### src/hdl/smvg_pkg.sv
package smvg_pkg;

  localparam int MAX_RESOLUTION = 4096;
  localparam int FRACTION_BITS  = 16;

  localparam int RES_W   = 13;
  localparam int STACK_W = 11;
  localparam int SLICE_W = 13;
  localparam int CFG_W   = 32;
  localparam int CFG_IDX_W = 3;
  localparam int POS_W   = 32;
  localparam int RAD_W   = 31;
  localparam int NORM_W  = 16;
  localparam int COL_W   = 15;
  localparam int TEX_W   = 17;

  // restoring divider: one quotient bit per step
  localparam int DIV_STEPS = 33;
  localparam int DIV_REM_W = 13;
  localparam int DVD_W     = 45;

  localparam int CORDIC_STAGES = 30;
  localparam int XY_W = 33;
  localparam int Z_W  = 34;

  localparam logic signed [XY_W-1:0] CORDIC_GAIN = 33'sh026DD3B6A;
  localparam logic [30:0] HALF_PI_Q30 = 31'd1686629713;

  typedef enum logic [CFG_IDX_W-1:0] {
    CFG_RESOLUTION = 3'd0,
    CFG_CENTRE_X   = 3'd1,
    CFG_CENTRE_Y   = 3'd2,
    CFG_CENTRE_Z   = 3'd3,
    CFG_RADIUS     = 3'd4
  } cfg_reg_t;

  typedef struct packed {
    logic [DIV_REM_W-1:0] rem;
    logic [DIV_STEPS-1:0] word;
  } div_t;

  typedef struct packed {
    logic signed [XY_W-1:0] x;
    logic signed [XY_W-1:0] y;
    logic signed [Z_W-1:0]  z;
  } cordic_t;

  function automatic logic [29:0] atan_q30(input logic [4:0] k);
    logic [29:0] a;
    case (k)
      5'd0:  a = 30'h3243F6A8;
      5'd1:  a = 30'h1DAC6705;
      5'd2:  a = 30'h0FADBAFC;
      5'd3:  a = 30'h07F56EA6;
      5'd4:  a = 30'h03FEAB76;
      5'd5:  a = 30'h01FFD55B;
      5'd6:  a = 30'h00FFFAAA;
      5'd7:  a = 30'h007FFF55;
      5'd8:  a = 30'h003FFFEA;
      5'd9:  a = 30'h001FFFFD;
      5'd10: a = 30'h000FFFFF;
      5'd11: a = 30'h0007FFFF;
      5'd12: a = 30'h0003FFFF;
      5'd13: a = 30'h0001FFFF;
      5'd14: a = 30'h0000FFFF;
      5'd15: a = 30'h00007FFF;
      5'd16: a = 30'h00003FFF;
      5'd17: a = 30'h00001FFF;
      5'd18: a = 30'h00000FFF;
      5'd19: a = 30'h000007FF;
      5'd20: a = 30'h000003FF;
      5'd21: a = 30'h000001FF;
      5'd22: a = 30'h000000FF;
      5'd23: a = 30'h0000007F;
      5'd24: a = 30'h0000003F;
      5'd25: a = 30'h0000001F;
      5'd26: a = 30'h0000000F;
      5'd27: a = 30'h00000007;
      5'd28: a = 30'h00000003;
      5'd29: a = 30'h00000001;
      default: a = '0;
    endcase
    return a;
  endfunction

endpackage

### src/hdl/smvg_div_cell.sv
module smvg_div_cell import smvg_pkg::*; (
  input  logic                 clk,
  input  logic                 en,
  input  logic [DIV_REM_W-1:0] dsr,
  input  div_t                 d_i,
  output div_t                 d_o
);

  logic [DIV_REM_W:0] trial;
  logic [DIV_REM_W:0] diff;
  logic               take;
  div_t               d_nxt;
  div_t               d_r;

  // shift in the next dividend bit, subtract when it fits
  always_comb begin
    trial = {d_i.rem, d_i.word[DIV_STEPS-1]};
    diff  = trial - {1'b0, dsr};
    take  = (trial >= {1'b0, dsr});
    d_nxt.rem  = take ? diff[DIV_REM_W-1:0] : trial[DIV_REM_W-1:0];
    d_nxt.word = {d_i.word[DIV_STEPS-2:0], take};
  end

  always_ff @(posedge clk) begin
    if (en) begin
      d_r <= d_nxt;
    end
  end

  assign d_o = d_r;

endmodule

### config.mk
export PLATFORM = sky130hd
export DESIGN_NAME = smvg_div_cell
export DESIGN_NICKNAME = d
export VERILOG_FILES = /design/src/hdl/smvg_pkg.sv /design/src/hdl/smvg_div_cell.sv
export SDC_FILE = /design/constraint.sdc
export NUM_CORES = 1
export LEC_CHECK = 0
export BUFFER_PORTS_ARGS = -buffer_cell sky130_fd_sc_hd__buf_2
export CORE_MARGIN = 2
export CORE_UTILIZATION = 50
export DETAILED_ROUTE_END_ITERATION = 10
export PLACE_DENSITY_LB_ADDON = 0.12
export SYNTH_ARGS = -nofsm -noshare
export SYNTH_HDL_FRONTEND = slang
export SYNTH_SLANG_ARGS = --single-unit
### constraint.sdc
create_clock -name clk -period 6.28 [get_ports clk]
set_input_delay 0.942 -clock clk [delete_from_list [all_inputs] [get_ports clk]]
set_output_delay 0.942 -clock clk [all_outputs]
set_load 0.005 [all_outputs]
==> flow_summary.toml <==
[clocking]
htree_num_levels = 2
post_cts_buffers = 0
cts_made_buffers = 5
cts.sinks = 46
clockBufferDepth = 2
clk_root_buffer_cell = "clkbuf_8"
clkTransAtPathRegs_ns = 0.09
cts_resized = 0
postCtsHoldBufs = 0
tritoncts = "built"

[critical_path]
worstSetupEndpointType = "register"
worstSetupPathType = "input pin to register"
worstPathMaxFanout = 14
cp_cell_sequence = "buf_2 > inv_1 > ha_1 > fa_1 > nand2b_1 > a21oi_2 > o21ai_2 > a211oi_2 > o32a_2 > mux2_2"
critical_path_arrival_ns = 3.12
required_ns = 6.32
cpPeakStageDelay_ns = 0.44
cp_slowest_cell = "o32a_2"
path_delay_family = "compound AO/OA/AOI/OAI gates"
worst_setup_path_start_kind = "input pin"
critical_path_buf_inv_count = 2
cp_num_cells = 10

[die]
floorplan.initialDensity_pct = 51.59
core.rowCount = 24
die-height_um = 70.80
core-area_um2 = 4324
die_w_um = 70.80
pin_count = 107
die_area_um2 = 5012

[synth]
ys_ff_latch = 46
synth_top_area_share_pct = 61.92
syn_area_um2 = 2231
synth_cell_type_count = 40
syn_area_per_cell_um2 = 14.49
ys_warn_count = 0
synth_top_area_cell = "edfxtp_1"
synthCells = 154
synth_area_leaders = "edfxtp_1 (62%), ha_1 (7.3%), mux2_4 (4.7%), inv_1 (2.5%), xor2_1 (2.0%)"
yosysSeqAreaShare_pct = 61.92
synth_fp_nets = 229

[final_layout]
layout-drive-gt1-share_pct = 48.31
final_common_cell = "buf_2"
layout_common_cells = "buf_2 (106), edfxtp_1 (46), inv_1 (15), ha_1 (13)"
antennaDiodeCount = 0
stdcell_area_um2 = 2892
largest_reg_flops = 46
fin_nets = 341
layoutNonFillerInstCount = 319
area_delta_synth_final_pct = 29.61

[timing]
slew_headroom_pct = 33.63
fin_hold_ws_ns = 0.8159
rsz0062_at_grt = "no"
setup_viol = 0
period_share_pct = 48.94
fmax_mhz = 325.4
worst_slew_pin_slew_ns = 0.9955
finalCriticalPeriod_ns = 3.073
slew_violations = 0
timing_hold_violations_final = 0
setup_tns_ns = 0

[detailed_routing]
vias = 1577
drc = 0
drt_first_iter_violations = 72
routed_wl_mm = 4.256
wl_per_cell_um = 13.34
drt_pass1_iterations = 4
routed_via_density = 4.944
antenna_left = 0

[global_route]
first_global_vias = 1467
grt_pass1_wl_mm = 6.451
antenna_found_initial = 0
grt_use_total_pct = 16.61
grt_max_degree = 47
overflow = 0

[placed_design]
hpwl_mm = 3.237
placed_area_um2 = 2806
place_inst = 311
port_buffers = 106
gp_congestion = 0.7584

[power]
peakVddDrop_v = 0.0001048
p_leak_uw = 0.001338
powerDensity_nw_per_um2 = 244.4

[status]
outcome = "completed"

[job]
drv_cap = 0

[min_path]
holdPathStages = 1
min_path_type = "input pin to register"
## path summary, 6_finish.rpt
path	slack, ns	end	from
setup / recovery	3.21	d_o[35]$_DFFE_PP_	d_i[32]
hold / removal	0.82	d_o[10]$_DFFE_PP_	d_i[9]
## stage by stage
step	total power [µW]	util, %	worst slack [ns]
after floorplan	479.4	-	3.232
after global placement	538.8	64.90	2.898
after detailed placement	542.8	64.90	2.871
after CTS	716.3	66.87	3.188
after global routing	744.0	66.87	3.086
final	706.8	66.87	3.207
## layer usage
layer | global-route usage (%) | vias to the layer above | share of wire, %
met4 | 5.241 | 0 | 0.94
met2 | 28.45 | 63 | 48
met5 | 0 | - | 0
met3 | 5.128 | 4 | 7.3
met1 | 20.13 | 719 | 43
li1 | - | 791 | -
## cells in the mapped netlist
cell,n
o21ai_2,1
o311ai_1,1
o211ai_1,1
mux2i_1,2
nor2b_1,2
nand3b_1,1
nor4_2,1
mux2_2,3
or3_1,1
o21a_1,1
a211oi_2,1
nor3b_1,1
mux2_4,7
nand3_1,2
or2b_1,1
o211a_1,1
mux2_1,1
nand2_1,4
nand4_1,1
nor3_1,2
ha_1,13
xor2_1,5
fa_1,1
inv_1,15
xnor2_1,4
a21o_1,2
or2_2,1
o32a_2,1
a21oi_2,1
o21ai_0,4
a21oi_1,8
or2_1,1
and4_1,1
a31oi_1,1
nand2b_1,3
buf_12,1
nor2_1,8
edfxtp_1,46
a211oi_1,2
o21ai_1,1
## cell type report
cell class,instances,area (µm²)
clock buffers,5,68.82
repair buffers,106,530.5
fillers,342,1433
inverters,15,56.30
multi-input cells,92,773.2
flip-flops and latches,46,1381
clock inverters,3,16.27
well taps,52,65.06
## power breakdown
| part | internal [µW] | total, µW | switching [µW] |
|---|---|---|---|
| combinational | 81.1 | 151 | 70.3 |
| clock | 76.3 | 173 | 96.3 |
| sequential | 376 | 383 | 6.79 |
## cells by family after synthesis
kind of cell | Yosys count | share of synthesized area [%]
mux | 13 | 7.627
fa+ha+maj | 14 | 8.189
flops | 46 | 61.92
xor+xnor | 9 | 3.533
buf+inv | 16 | 3.421
simple gates | 30 | 7.404
compound gates | 26 | 7.908
No activity file was read; power rests on OpenSTA's default activity.
