--- src/hdl/smvg_pkg.sv ---
package smvg_pkg;

  localparam int MAX_RESOLUTION = 4096;
  localparam int FRACTION_BITS  = 16;

  localparam int RES_W   = 13;
  localparam int STACK_W = 11;
  localparam int SLICE_W = 13;
  localparam int CFG_W   = 32;
  localparam int CFG_IDX_W = 3;
  localparam int POS_W   = 32;
  localparam int RAD_W   = 31;
  localparam int NORM_W  = 16;
  localparam int COL_W   = 15;
  localparam int TEX_W   = 17;

  // restoring divider: one quotient bit per step
  localparam int DIV_STEPS = 33;
  localparam int DIV_REM_W = 13;
  localparam int DVD_W     = 45;

  localparam int CORDIC_STAGES = 30;
  localparam int XY_W = 33;
  localparam int Z_W  = 34;

  localparam logic signed [XY_W-1:0] CORDIC_GAIN = 33'sh026DD3B6A;
  localparam logic [30:0] HALF_PI_Q30 = 31'd1686629713;

  typedef enum logic [CFG_IDX_W-1:0] {
    CFG_RESOLUTION = 3'd0,
    CFG_CENTRE_X   = 3'd1,
    CFG_CENTRE_Y   = 3'd2,
    CFG_CENTRE_Z   = 3'd3,
    CFG_RADIUS     = 3'd4
  } cfg_reg_t;

  typedef struct packed {
    logic [DIV_REM_W-1:0] rem;
    logic [DIV_STEPS-1:0] word;
  } div_t;

  typedef struct packed {
    logic signed [XY_W-1:0] x;
    logic signed [XY_W-1:0] y;
    logic signed [Z_W-1:0]  z;
  } cordic_t;

  function automatic logic [29:0] atan_q30(input logic [4:0] k);
    logic [29:0] a;
    case (k)
      5'd0:  a = 30'h3243F6A8;
      5'd1:  a = 30'h1DAC6705;
      5'd2:  a = 30'h0FADBAFC;
      5'd3:  a = 30'h07F56EA6;
      5'd4:  a = 30'h03FEAB76;
      5'd5:  a = 30'h01FFD55B;
      5'd6:  a = 30'h00FFFAAA;
      5'd7:  a = 30'h007FFF55;
      5'd8:  a = 30'h003FFFEA;
      5'd9:  a = 30'h001FFFFD;
      5'd10: a = 30'h000FFFFF;
      5'd11: a = 30'h0007FFFF;
      5'd12: a = 30'h0003FFFF;
      5'd13: a = 30'h0001FFFF;
      5'd14: a = 30'h0000FFFF;
      5'd15: a = 30'h00007FFF;
      5'd16: a = 30'h00003FFF;
      5'd17: a = 30'h00001FFF;
      5'd18: a = 30'h00000FFF;
      5'd19: a = 30'h000007FF;
      5'd20: a = 30'h000003FF;
      5'd21: a = 30'h000001FF;
      5'd22: a = 30'h000000FF;
      5'd23: a = 30'h0000007F;
      5'd24: a = 30'h0000003F;
      5'd25: a = 30'h0000001F;
      5'd26: a = 30'h0000000F;
      5'd27: a = 30'h00000007;
      5'd28: a = 30'h00000003;
      5'd29: a = 30'h00000001;
      default: a = '0;
    endcase
    return a;
  endfunction

endpackage

--- src/hdl/smvg_cordic_cell.sv ---
module smvg_cordic_cell import smvg_pkg::*; (
  input  logic       clk,
  input  logic       en,
  input  logic [4:0] stage,
  input  cordic_t    c_i,
  output cordic_t    c_o
);

  logic signed [XY_W-1:0] dx;
  logic signed [XY_W-1:0] dy;
  logic signed [Z_W-1:0]  ang;
  cordic_t                c_nxt;
  cordic_t                c_r;

  always_comb begin
    dx  = c_i.y >>> stage;
    dy  = c_i.x >>> stage;
    ang = $signed({{(Z_W-30){1'b0}}, atan_q30(stage)});
    if (!c_i.z[Z_W-1]) begin
      c_nxt.x = c_i.x - dx;
      c_nxt.y = c_i.y + dy;
      c_nxt.z = c_i.z - ang;
    end else begin
      c_nxt.x = c_i.x + dx;
      c_nxt.y = c_i.y - dy;
      c_nxt.z = c_i.z + ang;
    end
  end

  always_ff @(posedge clk) begin
    if (en) begin
      c_r <= c_nxt;
    end
  end

  assign c_o = c_r;

endmodule

--- config.mk ---
export PLATFORM = sky130hd
export DESIGN_NAME = smvg_cordic_cell
export DESIGN_NICKNAME = d
export VERILOG_FILES = /design/src/hdl/smvg_pkg.sv /design/src/hdl/smvg_cordic_cell.sv
export SDC_FILE = /design/constraint.sdc
export NUM_CORES = 1
export LEC_CHECK = 0
export BUFFER_PORTS_ARGS = -buffer_cell sky130_fd_sc_hd__buf_2
export CAP_MARGIN = 0
export CORE_MARGIN = 4
export CORE_UTILIZATION = 40
export CTS_BUF_LIST = sky130_fd_sc_hd__clkbuf_8
export CTS_CLUSTER_DIAMETER = 30
export DETAILED_ROUTE_END_ITERATION = 6
export SLEW_MARGIN = 40
export SYNTH_ARGS = -nofsm -noshare
export SYNTH_HDL_FRONTEND = slang
export SYNTH_SLANG_ARGS = --single-unit
--- constraint.sdc ---
create_clock -name clk -period 7.9 [get_ports clk]
set_input_delay 1.185 -clock clk [delete_from_list [all_inputs] [get_ports clk]]
set_output_delay 1.185 -clock clk [all_outputs]
set_load 0.01 [all_outputs]
==> impl_summary.log <==
INFO  metric run_status = finished clean
INFO  metric antenna_found_initial = 6
INFO  metric cap_violations = 0
INFO  metric synth-edff-count = 100
INFO  metric ctsHoldBuffers = 0
INFO  metric comb_power_share = 0.588
INFO  metric holdPathEnd = c_o[0]
INFO  metric grt_setup_unrepaired = no
INFO  metric vias = 14363
INFO  metric worstHoldStart = c_i[0]
INFO  metric worst_hold_path.num_cells = 2
INFO  metric timing.critical_path.fanout_max = 40
INFO  metric syn_nets = 1879
INFO  metric number_of_resized_instances_in_the_post_cts_repair_step = 0
INFO  metric ys_dominant_reg_cell = edfxtp_1
INFO  metric wire_per_inst = 22.76 µm
INFO  metric cellPowerDensity = 170.8 nW/µm²
INFO  metric synthesis.yosys.warnings = 0
INFO  metric worstHoldPathType = input port to register
INFO  metric rows = 70
INFO  metric regArea = 3003 µm²
INFO  metric synth.ff_latch_count = 100
INFO  metric slowest_delay = 0.59 ns
INFO  metric h_tree_lvl_count = 3
INFO  metric p_clk_frac = 0.127
INFO  metric period_share = 0.9137
INFO  metric drt_pass1_iterations = 6
INFO  metric grt_remaining_overflow = 0
INFO  metric totalPowerFinal = 2.885 mW
INFO  metric fp.dieH = 202.3 µm
INFO  metric numCtsBuffers = 9
INFO  metric leakage = 6.871 nW
INFO  metric synthesis.instances = 1660
INFO  metric final_design_area_no_fill = 16890 µm²
INFO  metric timing.setup.tns = 0 ns
INFO  metric routed_wire_length = 53.36 mm
INFO  metric ioPinCount = 207
INFO  metric multi_input_comb_area = 11420 µm²
INFO  metric groute.usage.overall = 0.2504
INFO  metric vias_in_the_first_global_route = 13651
INFO  metric io_buffer_count = 206
INFO  metric grt_start_max_net_pins = 59
INFO  metric timing_max_transition_violations_final = 0
INFO  metric syn_avg_cell_area = 9.098 µm²
INFO  metric power.share.sequential = 0.286
INFO  metric vdd_ir_drop_max = 0.09701 mV
INFO  metric post_dp_cell_area = 16680 µm²
INFO  metric relSlewSlack = 0.4131
INFO  metric clock-sinks = 100
INFO  metric largest_register_ffs = 100
INFO  metric wire_length_of_the_first_global_routing_pass = 80.96 mm
INFO  metric yosysTopAreaCellShare = 0.1988
INFO  metric gpl.final_weighted_congestion = 1.033
INFO  metric worst_setup_path_end_kind = register
INFO  metric postCtsSetupRepairBufs = 0
INFO  metric antenna_violating_nets_post_route = 0
INFO  metric synth_area_leaders = edfxtp_1 (20%), mux4_2 (12%), ha_1 (9.0%), xnor2_1 (6.6%), a21oi_1 (4.8%)
INFO  metric yosysSeqAreaShare = 0.1988
INFO  metric crit_path_cell_trace = buf_6 -> buf_4 -> mux4_2 -> mux2i_1 -> nand2_1 -> o21a_1 -> o21ai_0 -> ha_1 -> inv_1 -> nor4_4 -> a21oi_1 -> xor2_1 -> ha_1 -> a21o_1 -> a21o_1 -> a21oi_1 -> o21ai_0 -> or3_1 -> o211ai_1 -> nand2_1 -> o221ai_1 -> mux2i_1 -> nand3_1
INFO  metric worst_pin_slew = 0.8726 ns
INFO  metric synth_area_leader_cell = edfxtp_1
INFO  metric cts_tree = built
INFO  metric cts.clk_slew.worst_paths = 0.10 ns
INFO  metric fillCellCount = 3669
INFO  metric area_delta_synth_final = 11.83%
INFO  metric floorplan.initialDensity = 0.4086
INFO  metric route.detailed.drc = 0
INFO  metric p_int = 1.678 mW
INFO  metric core-area = 36960 µm²
INFO  metric fraction_of_final_layout_cells_with_drive_strength_greater_than_1 = 0.2260
INFO  metric setup-violations-final = 0
INFO  metric die-width = 202.3 µm
INFO  metric dp_hpwl = 42.72 mm
INFO  metric kind_of_critical_path = input port to register
INFO  metric start_kind = input port
INFO  metric design.die.area = 40930 µm²
INFO  metric post_synth_num_cell_types = 94
INFO  metric timing.critical_path.required = 8.07 ns
INFO  metric drt_iter0_drc = 1420
INFO  metric syn-cell-area = 15100 µm²
INFO  metric netlist_top_cells_count = nor2_1 (154), a21oi_1 (144), nand2_1 (129)
INFO  metric synthMostInstantiatedCell = nor2_1
INFO  metric power.net_switching = 1.207 mW
INFO  metric design.final.nets = 2051
INFO  metric avgViaCountPerCell = 6.128
INFO  metric clockBufferDepth = 2
INFO  metric max_clock_freq = 138.5 MHz
INFO  metric swShare = 0.4183
INFO  metric crit_slowest_cell = mux4_2
INFO  metric timing.critical_path.arrival = 7.39 ns
INFO  metric clock-root-buffer = clkbuf_8
INFO  metric post-route-min-period = 7.219 ns
INFO  metric async_flop_share = 0
INFO  metric final_hold_viol_count = 0
-- metrics by stage --
step           hold WS (ns)  utilization  worst slack, ns  cells
6_report              1.066       0.4570           0.6814   2344
5_1_grt               1.050       0.4569           0.2995   2343
4_1_cts               1.032       0.4567           0.7954   2340
3_5_place_dp          1.494       0.4512           0.3859   2325
3_3_place_gp          1.498       0.4509           0.4968   2325
2_1_floorplan         1.298            -            1.107   1660
-- cells by family (layout without fill, tap and decap cells) --
group | Yosys count | in the layout | synth area share
buffers and inverters | 136 | 312 | 0.04548
and+or+nand+nor | 481 | 481 | 0.1571
xor gates and xnor gates | 174 | 174 | 0.1009
other | 0 | 4 | 0
muxes | 162 | 162 | 0.1891
adders and majority gates | 112 | 112 | 0.09428
DFF | 100 | 100 | 0.1988
AOI/OAI and AO/OA | 495 | 495 | 0.2143
-- metal layers --
metal / share of wire / routed length, µm / track usage
met1: 0.41 / 21980 / 0.3252
met2: 0.48 / 25600 / 0.4224
met3: 0.076 / 4052 / 0.05054
met4: 0.032 / 1698 / 0.07614
met5: 0.00043 / 23 / 0
-- how the worst max path moves through the flow --
stage / from / endpoint / slack, ns / cells after the start
3_5_place_dp: stage[0] / c_o[63] / 0.39 / 21
6_report: stage[0] / c_o[98] / 0.68 / 23
3_3_place_gp: stage[0] / c_o[98] / 0.50 / 23
4_1_cts: stage[0] / c_o[63] / 0.80 / 21
5_1_grt: stage[0] / c_o[63] / 0.30 / 21
2_1_floorplan: stage[2] / c_o[64] / 1.11 / 24
-- power by group through the flow --
| stage | clock network [mW] | logic (mW) | registers, mW |
|---|---|---|---|
| after global routing | 0.401 | 1.85 | 0.839 |
| after floorplan | 0 | 1.08 | 0.919 |
| after global placement | 0 | 1.67 | 0.837 |
| final | 0.366 | 1.70 | 0.824 |
| after CTS | 0.383 | 1.69 | 0.828 |
| after detailed placement | 0 | 1.68 | 0.839 |
-- final cells by class --
cell class	instances	area share
Sequential cell	100	0.1778
Inverter	39	0.008667
Multi-Input combinational cell	1424	0.6764
Clock buffer	9	0.007334
Antenna cell	4	0.0005926
Timing Repair Buffer	258	0.08719
Clock inverter	6	0.004741
Tap cell	504	0.03734
-- cells in the final DEF (no fill, tap or decap), types with 45 or more instances in the layout --
master / count
xor2_1: 60
mux4_2: 79
o21ai_0: 85
ha_1: 109
nor2_1: 154
buf_4: 52
xnor2_1: 114
buf_2: 202
mux2i_1: 45
a21oi_1: 144
edfxtp_1: 100
nand2_1: 129
a21o_1: 49
-- critical path, delay by kind of cell --
kind / cells / cell delay [ns]
AO/OA/AOI/OAI: 9 / 2.11
AND/OR/NAND/NOR: 5 / 1.12
XOR/XNOR: 1 / 0.17
multiplexers: 3 / 1.14
buffers and inverters: 3 / 0.88
adder cells (fa/ha/maj): 2 / 0.71
Note: power is estimated with default switching activity, not from simulation.
